**src/sv/yuv_to_bgr_pixel_converter_macros.svh**
```systemverilog
// Assertion helpers used by the converter FIFO.
`ifndef YUV_TO_BGR_PIXEL_CONVERTER_MACROS_SVH
`define YUV_TO_BGR_PIXEL_CONVERTER_MACROS_SVH

`ifndef SYNTHESIS
// same-cycle implication
`define YBC_ASSERT_NOW(label, clk, rst_n, ante, cons) \
  label: assert property (@(posedge clk) disable iff (!rst_n) (ante) |-> (cons)) \
    else $error("ybc assertion failed");
// next-cycle implication
`define YBC_ASSERT_NEXT(label, clk, rst_n, ante, cons) \
  label: assert property (@(posedge clk) disable iff (!rst_n) (ante) |=> (cons)) \
    else $error("ybc assertion failed");
`else
`define YBC_ASSERT_NOW(label, clk, rst_n, ante, cons)
`define YBC_ASSERT_NEXT(label, clk, rst_n, ante, cons)
`endif

`endif

```
**src/sv/ybc_pkg.sv**
```systemverilog
package ybc_pkg;

  localparam int MAX_DIM     = 4096;
  localparam int DIM_W       = 13;
  localparam int COL_W       = 12;
  localparam int OFFSET_W    = 26;
  localparam int PROD_W      = 27;
  localparam int TERM_W      = 12;
  localparam int QUEUE_DEPTH = 4;
  localparam int QPTR_W      = 2;

  // Q16 color coefficients
  localparam logic signed [18:0] COEF_RV = 19'sd74700;
  localparam logic signed [18:0] COEF_GU = 19'sd25864;
  localparam logic signed [18:0] COEF_GV = 19'sd38050;
  localparam logic signed [18:0] COEF_BU = 19'sd133176;

  typedef enum logic [0:0] {
    REG_FRAME_WIDTH  = 1'b0,
    REG_FRAME_HEIGHT = 1'b1
  } cfg_reg_t;

  // front -> back item
  typedef struct packed {
    logic [7:0]               luma;
    logic signed [PROD_W-1:0] prod_rv;
    logic signed [PROD_W-1:0] prod_gu;
    logic signed [PROD_W-1:0] prod_gv;
    logic signed [PROD_W-1:0] prod_bu;
    logic [OFFSET_W-1:0]      pix_base;
    logic [COL_W-1:0]         column;
    logic                     misaligned;
  } prod_item_t;

  typedef struct packed {
    logic [7:0]          byte_first;
    logic [7:0]          byte_middle;
    logic [7:0]          byte_last;
    logic [OFFSET_W-1:0] byte_offset;
    logic                misaligned;
  } pix_out_t;

endpackage

```
**src/sv/yuv_to_bgr_pixel_converter.sv**
```systemverilog
// Converts one YUV pixel (luma plus the U/V of its 2x2 block) to 8-bit color with
// BT.601 coefficients in Q16, terms truncated toward zero and clamped to 0..255.
// When frame_width is a multiple of four the bytes come out B,G,R with the offset
// into a bottom-up frame; otherwise R,G,B at the top-down offset and tuser set.
// One pixel is accepted per clock while in_tready is high; its result passes the multiply
// stage, four-entry queue and output register before it is presented. A stalled
// output backs up into in_tready once six items are held. frame_width/frame_height
// writes above 4096 saturate to 4096 and must only be made while the converter is empty.
module yuv_to_bgr_pixel_converter import ybc_pkg::*; (
  input  logic             clk,
  input  logic             rst_n,
  input  logic             in_tvalid,
  output logic             in_tready,
  input  logic [47:0]      in_tdata,   // luma, chroma_u, chroma_v, column, row_index
  output logic             out_tvalid,
  input  logic             out_tready,
  output logic [55:0]      out_tdata,  // byte_first, byte_middle, byte_last, byte_offset
  output logic [0:0]       out_tuser,  // misaligned
  input  logic             cfg_we,
  input  logic [0:0]       cfg_index,
  input  logic [DIM_W-1:0] cfg_wdata
);

  logic [DIM_W-1:0] frame_width_r, frame_width_nxt;
  logic [DIM_W-1:0] frame_height_r, frame_height_nxt;
  logic [DIM_W-1:0] cfg_sat;
  logic             push_valid, push_ready, pop_valid, pop_ready;
  prod_item_t       push_item, pop_item;
  pix_out_t         res;

  assign cfg_sat = (cfg_wdata > DIM_W'(MAX_DIM)) ? DIM_W'(MAX_DIM) : cfg_wdata;

  always_comb begin
    frame_width_nxt  = frame_width_r;
    frame_height_nxt = frame_height_r;
    if (cfg_we) begin
      case (cfg_reg_t'(cfg_index))
        REG_FRAME_WIDTH:  frame_width_nxt  = cfg_sat;
        REG_FRAME_HEIGHT: frame_height_nxt = cfg_sat;
        default: ;
      endcase
    end
  end

  always_ff @(posedge clk) begin
    if (!rst_n) begin
      frame_width_r  <= DIM_W'(640);
      frame_height_r <= DIM_W'(480);
    end else begin
      frame_width_r  <= frame_width_nxt;
      frame_height_r <= frame_height_nxt;
    end
  end

  ybc_front u_front (
    .clk          (clk),
    .rst_n        (rst_n),
    .in_tvalid    (in_tvalid),
    .in_tready    (in_tready),
    .in_tdata     (in_tdata),
    .frame_width  (frame_width_r),
    .frame_height (frame_height_r),
    .push_valid   (push_valid),
    .push_ready   (push_ready),
    .push_item    (push_item)
  );

  ybc_fifo u_fifo (
    .clk        (clk),
    .rst_n      (rst_n),
    .push_valid (push_valid),
    .push_ready (push_ready),
    .push_item  (push_item),
    .pop_valid  (pop_valid),
    .pop_ready  (pop_ready),
    .pop_item   (pop_item)
  );

  ybc_back u_back (
    .clk       (clk),
    .rst_n     (rst_n),
    .pop_valid (pop_valid),
    .pop_ready (pop_ready),
    .pop_item  (pop_item),
    .res_valid (out_tvalid),
    .res_ready (out_tready),
    .res       (res)
  );

  assign out_tdata = {6'd0, res.byte_offset, res.byte_last, res.byte_middle, res.byte_first};
  assign out_tuser = res.misaligned;

endmodule

```
**src/sv/ybc_fifo.sv**
```systemverilog
`include "yuv_to_bgr_pixel_converter_macros.svh"

module ybc_fifo import ybc_pkg::*; (
  input  logic       clk,
  input  logic       rst_n,
  input  logic       push_valid,
  output logic       push_ready,
  input  prod_item_t push_item,
  output logic       pop_valid,
  input  logic       pop_ready,
  output prod_item_t pop_item
);

  prod_item_t        mem_r [QUEUE_DEPTH];
  logic [QPTR_W-1:0] wr_ptr_r, wr_ptr_nxt;
  logic [QPTR_W-1:0] rd_ptr_r, rd_ptr_nxt;
  logic [QPTR_W:0]   count_r, count_nxt;
  logic              push, pop;

  assign push_ready = (count_r != (QPTR_W+1)'(QUEUE_DEPTH));
  assign pop_valid  = (count_r != '0);
  assign push       = push_valid && push_ready;
  assign pop        = pop_valid && pop_ready;
  assign pop_item   = mem_r[rd_ptr_r];

  always_comb begin
    wr_ptr_nxt = push ? wr_ptr_r + 1'b1 : wr_ptr_r;
    rd_ptr_nxt = pop ? rd_ptr_r + 1'b1 : rd_ptr_r;
    count_nxt  = count_r;
    if (push && !pop) begin
      count_nxt = count_r + 1'b1;
    end else if (pop && !push) begin
      count_nxt = count_r - 1'b1;
    end
  end

  always_ff @(posedge clk) begin
    if (!rst_n) begin
      wr_ptr_r <= '0;
      rd_ptr_r <= '0;
      count_r  <= '0;
    end else begin
      wr_ptr_r <= wr_ptr_nxt;
      rd_ptr_r <= rd_ptr_nxt;
      count_r  <= count_nxt;
    end
  end

  always_ff @(posedge clk) begin
    if (push) begin
      mem_r[wr_ptr_r] <= push_item;
    end
  end

  `YBC_ASSERT_NOW(a_count_bound, clk, rst_n, 1'b1, count_r <= (QPTR_W+1)'(QUEUE_DEPTH))
  `YBC_ASSERT_NEXT(a_count_up, clk, rst_n, push && !pop, count_r == $past(count_r) + 1'b1)
  `YBC_ASSERT_NEXT(a_count_down, clk, rst_n, pop && !push, count_r == $past(count_r) - 1'b1)
  `YBC_ASSERT_NOW(a_ptr_gap, clk, rst_n, count_r != '0 && count_r != (QPTR_W+1)'(QUEUE_DEPTH),
                  wr_ptr_r != rd_ptr_r)

endmodule

```
**src/sv/ybc_front.sv**
```systemverilog
module ybc_front import ybc_pkg::*; (
  input  logic             clk,
  input  logic             rst_n,
  input  logic             in_tvalid,
  output logic             in_tready,
  input  logic [47:0]      in_tdata,
  input  logic [DIM_W-1:0] frame_width,
  input  logic [DIM_W-1:0] frame_height,
  output logic             push_valid,
  input  logic             push_ready,
  output prod_item_t       push_item
);

  logic              s1_valid_r, s1_valid_nxt;
  prod_item_t        item_r, item_nxt;
  logic              advance;
  logic              aligned;
  logic [7:0]        luma, chroma_u, chroma_v;
  logic [COL_W-1:0]  column, row_index;
  logic signed [7:0] uu, vv;
  logic [OFFSET_W-1:0] row_term;

  assign luma      = in_tdata[7:0];
  assign chroma_u  = in_tdata[15:8];
  assign chroma_v  = in_tdata[23:16];
  assign column    = in_tdata[35:24];
  assign row_index = in_tdata[47:36];

  // x - 128 is x with its top bit flipped, read as signed
  assign uu = {~chroma_u[7], chroma_u[6:0]};
  assign vv = {~chroma_v[7], chroma_v[6:0]};

  // width*3 mod 4 == 0 exactly when width mod 4 == 0
  assign aligned = (frame_width[1:0] == 2'b00);

  assign row_term = aligned ?
      (OFFSET_W'(frame_height) - OFFSET_W'(1) - OFFSET_W'(row_index)) :
      OFFSET_W'(row_index);

  assign advance   = !s1_valid_r || push_ready;
  assign in_tready = advance;

  always_comb begin
    item_nxt            = item_r;
    s1_valid_nxt        = s1_valid_r;
    if (advance) begin
      s1_valid_nxt = in_tvalid;
    end
    if (advance && in_tvalid) begin
      item_nxt.luma       = luma;
      item_nxt.prod_rv    = PROD_W'(COEF_RV) * PROD_W'(vv);
      item_nxt.prod_gu    = PROD_W'(COEF_GU) * PROD_W'(uu);
      item_nxt.prod_gv    = PROD_W'(COEF_GV) * PROD_W'(vv);
      item_nxt.prod_bu    = PROD_W'(COEF_BU) * PROD_W'(uu);
      item_nxt.pix_base   = row_term * OFFSET_W'(frame_width);
      item_nxt.column     = column;
      item_nxt.misaligned = !aligned;
    end
  end

  always_ff @(posedge clk) begin
    if (!rst_n) begin
      s1_valid_r <= 1'b0;
    end else begin
      s1_valid_r <= s1_valid_nxt;
    end
  end

  always_ff @(posedge clk) begin
    item_r <= item_nxt;
  end

  assign push_valid = s1_valid_r;
  assign push_item  = item_r;

endmodule

```
**src/sv/ybc_back.sv**
```systemverilog
module ybc_back import ybc_pkg::*; (
  input  logic       clk,
  input  logic       rst_n,
  input  logic       pop_valid,
  output logic       pop_ready,
  input  prod_item_t pop_item,
  output logic       res_valid,
  input  logic       res_ready,
  output pix_out_t   res
);

  logic                     res_valid_r, res_valid_nxt;
  pix_out_t                 res_r, res_nxt;
  logic                     take;
  logic signed [PROD_W:0]   g_sum;
  logic signed [TERM_W-1:0] r_term, g_term, b_term;
  logic [7:0]               r_byte, g_byte, b_byte;
  logic [OFFSET_W-1:0]      pix, offset;

  // divide by 2^16, rounding toward zero
  function automatic logic signed [TERM_W-1:0] trunc_q16(input logic signed [PROD_W:0] x);
    logic signed [PROD_W:0] q;
    q = x >>> 16;
    if (x[PROD_W] && (x[15:0] != 16'd0)) begin
      q = q + (PROD_W+1)'(1);
    end
    return TERM_W'(q);
  endfunction

  function automatic logic [7:0] clamp_add(input logic [7:0] y,
                                           input logic signed [TERM_W-1:0] t);
    logic signed [TERM_W:0] s;
    s = (TERM_W+1)'($signed({1'b0, y})) + (TERM_W+1)'(t);
    if (s < 0) begin
      return 8'd0;
    end else if (s > (TERM_W+1)'(255)) begin
      return 8'd255;
    end
    return s[7:0];
  endfunction

  assign g_sum  = -((PROD_W+1)'(pop_item.prod_gu) + (PROD_W+1)'(pop_item.prod_gv));
  assign r_term = trunc_q16((PROD_W+1)'(pop_item.prod_rv));
  assign g_term = trunc_q16(g_sum);
  assign b_term = trunc_q16((PROD_W+1)'(pop_item.prod_bu));

  assign r_byte = clamp_add(pop_item.luma, r_term);
  assign g_byte = clamp_add(pop_item.luma, g_term);
  assign b_byte = clamp_add(pop_item.luma, b_term);

  assign pix    = pop_item.pix_base + OFFSET_W'(pop_item.column);
  assign offset = pix + {pix[OFFSET_W-2:0], 1'b0};

  assign pop_ready = !res_valid_r || res_ready;
  assign take      = pop_valid && pop_ready;

  always_comb begin
    res_nxt       = res_r;
    res_valid_nxt = res_valid_r;
    if (pop_ready) begin
      res_valid_nxt = pop_valid;
    end
    if (take) begin
      res_nxt.byte_first  = pop_item.misaligned ? r_byte : b_byte;
      res_nxt.byte_middle = g_byte;
      res_nxt.byte_last   = pop_item.misaligned ? b_byte : r_byte;
      res_nxt.byte_offset = offset;
      res_nxt.misaligned  = pop_item.misaligned;
    end
  end

  always_ff @(posedge clk) begin
    if (!rst_n) begin
      res_valid_r <= 1'b0;
    end else begin
      res_valid_r <= res_valid_nxt;
    end
  end

  always_ff @(posedge clk) begin
    res_r <= res_nxt;
  end

  assign res_valid = res_valid_r;
  assign res       = res_r;

endmodule

```
**config.mk**
```make
export PLATFORM = sky130hd
export DESIGN_NAME = yuv_to_bgr_pixel_converter
export DESIGN_NICKNAME = d
export VERILOG_FILES = /design/src/sv/ybc_pkg.sv /design/src/sv/yuv_to_bgr_pixel_converter.sv /design/src/sv/ybc_fifo.sv /design/src/sv/ybc_front.sv /design/src/sv/ybc_back.sv
export VERILOG_INCLUDE_DIRS = /design/src /design/src/sv
export SDC_FILE = /design/constraint.sdc
export NUM_CORES = 2
export LEC_CHECK = 0
export ABC_AREA = 0
export BUFFER_PORTS_ARGS = -buffer_cell sky130_fd_sc_hd__buf_2
export CAP_MARGIN = 10
export CORE_UTILIZATION = 45
export CTS_CLUSTER_SIZE = 10
export DETAILED_ROUTE_END_ITERATION = 6
export PLACE_DENSITY_LB_ADDON = 0.1
export SLEW_MARGIN = 5
export SYNTH_ARGS = -nofsm -noshare
export SYNTH_HDL_FRONTEND = slang
export SYNTH_SLANG_ARGS = --single-unit
```
**constraint.sdc**
```tcl
create_clock -name clk -period 13.1 [get_ports clk]
set_input_delay 2.62 -clock clk [delete_from_list [all_inputs] [get_ports clk]]
set_output_delay 2.62 -clock clk [all_outputs]
set_load 0.02 [all_outputs]
```
==> qor.yml <==
status: "finished clean"
remaining_drc_errors: 0
fp.dieH_um: 323
cpMostUsedCell: "fa_1"
maxSlewViolCount: 0
antenna_left: 0
synth_top_family_by_area: "adder cells"
num_io_pins: 126
hold_path_class: "reg -> reg"
drt-initial-drc-count: 1454
rr_startpoint: "frame_height_r[0]"
track_usage: 0.187
grt-ovfl-total: 0
drive_gt1_frac: 0.107
syn_inst: 3542
holdCritStartpoint: "frame_width_r[4]"
synthSimpleGateAreaFrac: 0.0800
place.gp.congestion: 0.826
initial_utilization: 0.455
final_common_cell: "edfxtp_1"
postCtsHoldBufs: 0
hpwlAfterDp_um: 66500
synth.distinct_cells: 82
hold_depth: 2
ys_ff_latch: 778
r2r_end: "u_front.push_item[37]"
post-cts-setup-buffer-count: 0
clock_sinks: 778
row_count: 117
crit_path_end_kind: "flop"
worstPathArrival_ns: 10.46
routed-via-count: 26131
worstMarginPinSlew_ns: 1.00
slew_headroom: 0.331
synth_area_leaders: "edfxtp_1 48%, fa_1 11%, ha_1 10%"
grt_pass1_vias: 27521
path_class: "in -> reg"
design.core.area_mm2: 0.102
seq_area_mm2: 0.0230
min_delay_worst_endpoint: "frame_width_r[4]"
critPathBufInv: 5
fin_tns_setup_ns: 0
vdd_drop_max_v: 0.000194
clk-insertion-delay-late_ns: 0.67
max_freq_ghz: 0.0993
synth_fa_ha_area_frac: 0.212
fin_nets: 4426
wl_um: 94000
rsz0062_at_grt: "false"
worst_ep_required_time_ns: 13.48
max-clock-path-buffers: 3
hold_viol: 0
power_mw: 13.3
clockRootBuffer: "clkbuf_16"
antenna_found_initial: 0
finalCriticalPeriod_ns: 10.07
drt_pass1_iterations: 5
synthXorXnorAreaFrac: 0.0403
synth.top_cell.area_share: 0.479
viasPerCell: 5.09
power_density_mw_per_mm2: 258
path_clk_slew_ns: 0.06
start_kind: "primary input"
ff2ff_path_depth: 33
finalSetupViolations: 0
ys.warnings.count: 0
areaGrowthSynthToFinish_pct: 10.7
synth.mux.area_fraction: 0.0617
synth_area_leader_cell: "edfxtp_1"
rrSetupSlack_ns: 4.35
netlist_area_mm2: 0.0464
multi_input_area_mm2: 0.0214
layout_common_cells: "741 x edfxtp_1, 491 x inv_1, 381 x ha_1"
nFillCells: 9003
path_delay_family: "adder cells"
synth_ff_type: "edfxtp_1"
fin_util: 0.504
avgSynthCellArea_um2: 13.1
cts_resized: 0
grt_max_degree: 125
drv_cap: 0
wire_per_inst_um: 18.3
die_area_mm2: 0.104
cp_max_fo: 8
die_width_um: 323
p_leak_nw: 20.5
max_stage_delay_ns: 0.54
grt_pass1_wl_um: 152000
numCtsBuffers: 91
skew_ns: 0.0304
portBuffers: 119
synth_edf_count: 741
ys_async_sr_fraction: 0
synth_compound_area_frac: 0.0627
period_share: 0.769
slowest_stage: "fa_1"
cts_tree: "done"
ys_seq_area_frac: 0.495
htreeDepth: 3
-- layer usage --
metal  global-route usage  vias to the layer above  routed length, um
met2                0.300                      326              43000
li1                     -                    12776                  -
met1                0.270                    12928              46200
met5                    0                        -                  0
met4               0.0430                        0               1480
met3               0.0245                      101               3270
-- registers in the layout (all words and copies together), names as in the netlist, named ones only --
signal / count
u_back.res: 51
frame_width_r: 13
u_fifo.rd_ptr_r: 2
u_front.push_item: 138
u_fifo.wr_ptr_r: 2
u_fifo.mem_r: 552
u_front.push_valid: 1
u_fifo.count_r: 3
frame_height_r: 13
u_back.res_valid: 1
-- layout make-up --
type	count	area share
Tap cell	1368	0.0333
Multi-Input combinational cell	2213	0.416
Inverter	491	0.0359
Clock buffer	116	0.0472
Sequential cell	778	0.448
Antenna cell	1	0.0000487
Clock inverter	15	0.00326
Timing Repair Buffer	149	0.0169
-- cells by family (layout without fill, tap and decap cells) --
| group | after synthesis | count (layout) |
|---|---|---|
| flops | 778 | 778 |
| other cells | 2 | 32 |
| mux | 143 | 143 |
| compound gates | 437 | 437 |
| xor+xnor | 213 | 213 |
| simple gates | 754 | 754 |
| fa+ha+maj | 635 | 635 |
| buf+inv | 580 | 771 |
-- through the flow --
step	setup WS (ns)	std cells	hold WS, ns	cell area (um2)
5_1_grt	2.50	5130	0.496	51400
3_5_place_dp	2.42	4999	0.473	48800
6_report	3.03	5131	0.477	51400
2_1_floorplan	2.85	3571	0.457	46500
3_3_place_gp	2.05	4998	0.461	48800
4_1_cts	3.07	5130	0.483	51400
-- report_power, final --
part	switching, mW	total, mW	internal (mW)
Clock	0.957	2.26	1.31
Sequential	0.227	3.76	3.53
Combinational	4.14	7.24	3.10
Total	5.32	13.3	7.94
-- how the worst max path moves through the flow --
stage                            start                     to  cells past startpoint
after floorplan              in_tvalid   u_front.push_item[0]                      2
after global placement    in_tdata[36]  u_front.push_item[38]                     31
after detailed placement  in_tdata[36]  u_front.push_item[38]                     32
after CTS                 in_tdata[36]  u_front.push_item[38]                     32
after global routing      in_tdata[36]  u_front.push_item[38]                     32
final                     in_tdata[36]  u_front.push_item[38]                     32
-- cell usage after synthesis (47+ instances only) --
| library cell | number |
|---|---|
| a21oi_1 | 118 |
| and2_1 | 130 |
| clkbuf_1 | 64 |
| edfxtp_1 | 741 |
| fa_1 | 254 |
| ha_1 | 381 |
| inv_1 | 491 |
| mux4_2 | 113 |
| nand2_1 | 242 |
| nand3_1 | 47 |
| nor2_1 | 135 |
| nor3_1 | 48 |
| o21ai_0 | 83 |
| xnor2_1 | 157 |
| xor2_1 | 55 |
-- worst min-delay path, stage by stage, from the launching register on --
cell and delay, ns:
dfxtp_1 0.30, nand2_1 0.05, a21boi_0 0.07
(Power assumes the default switching activity.)
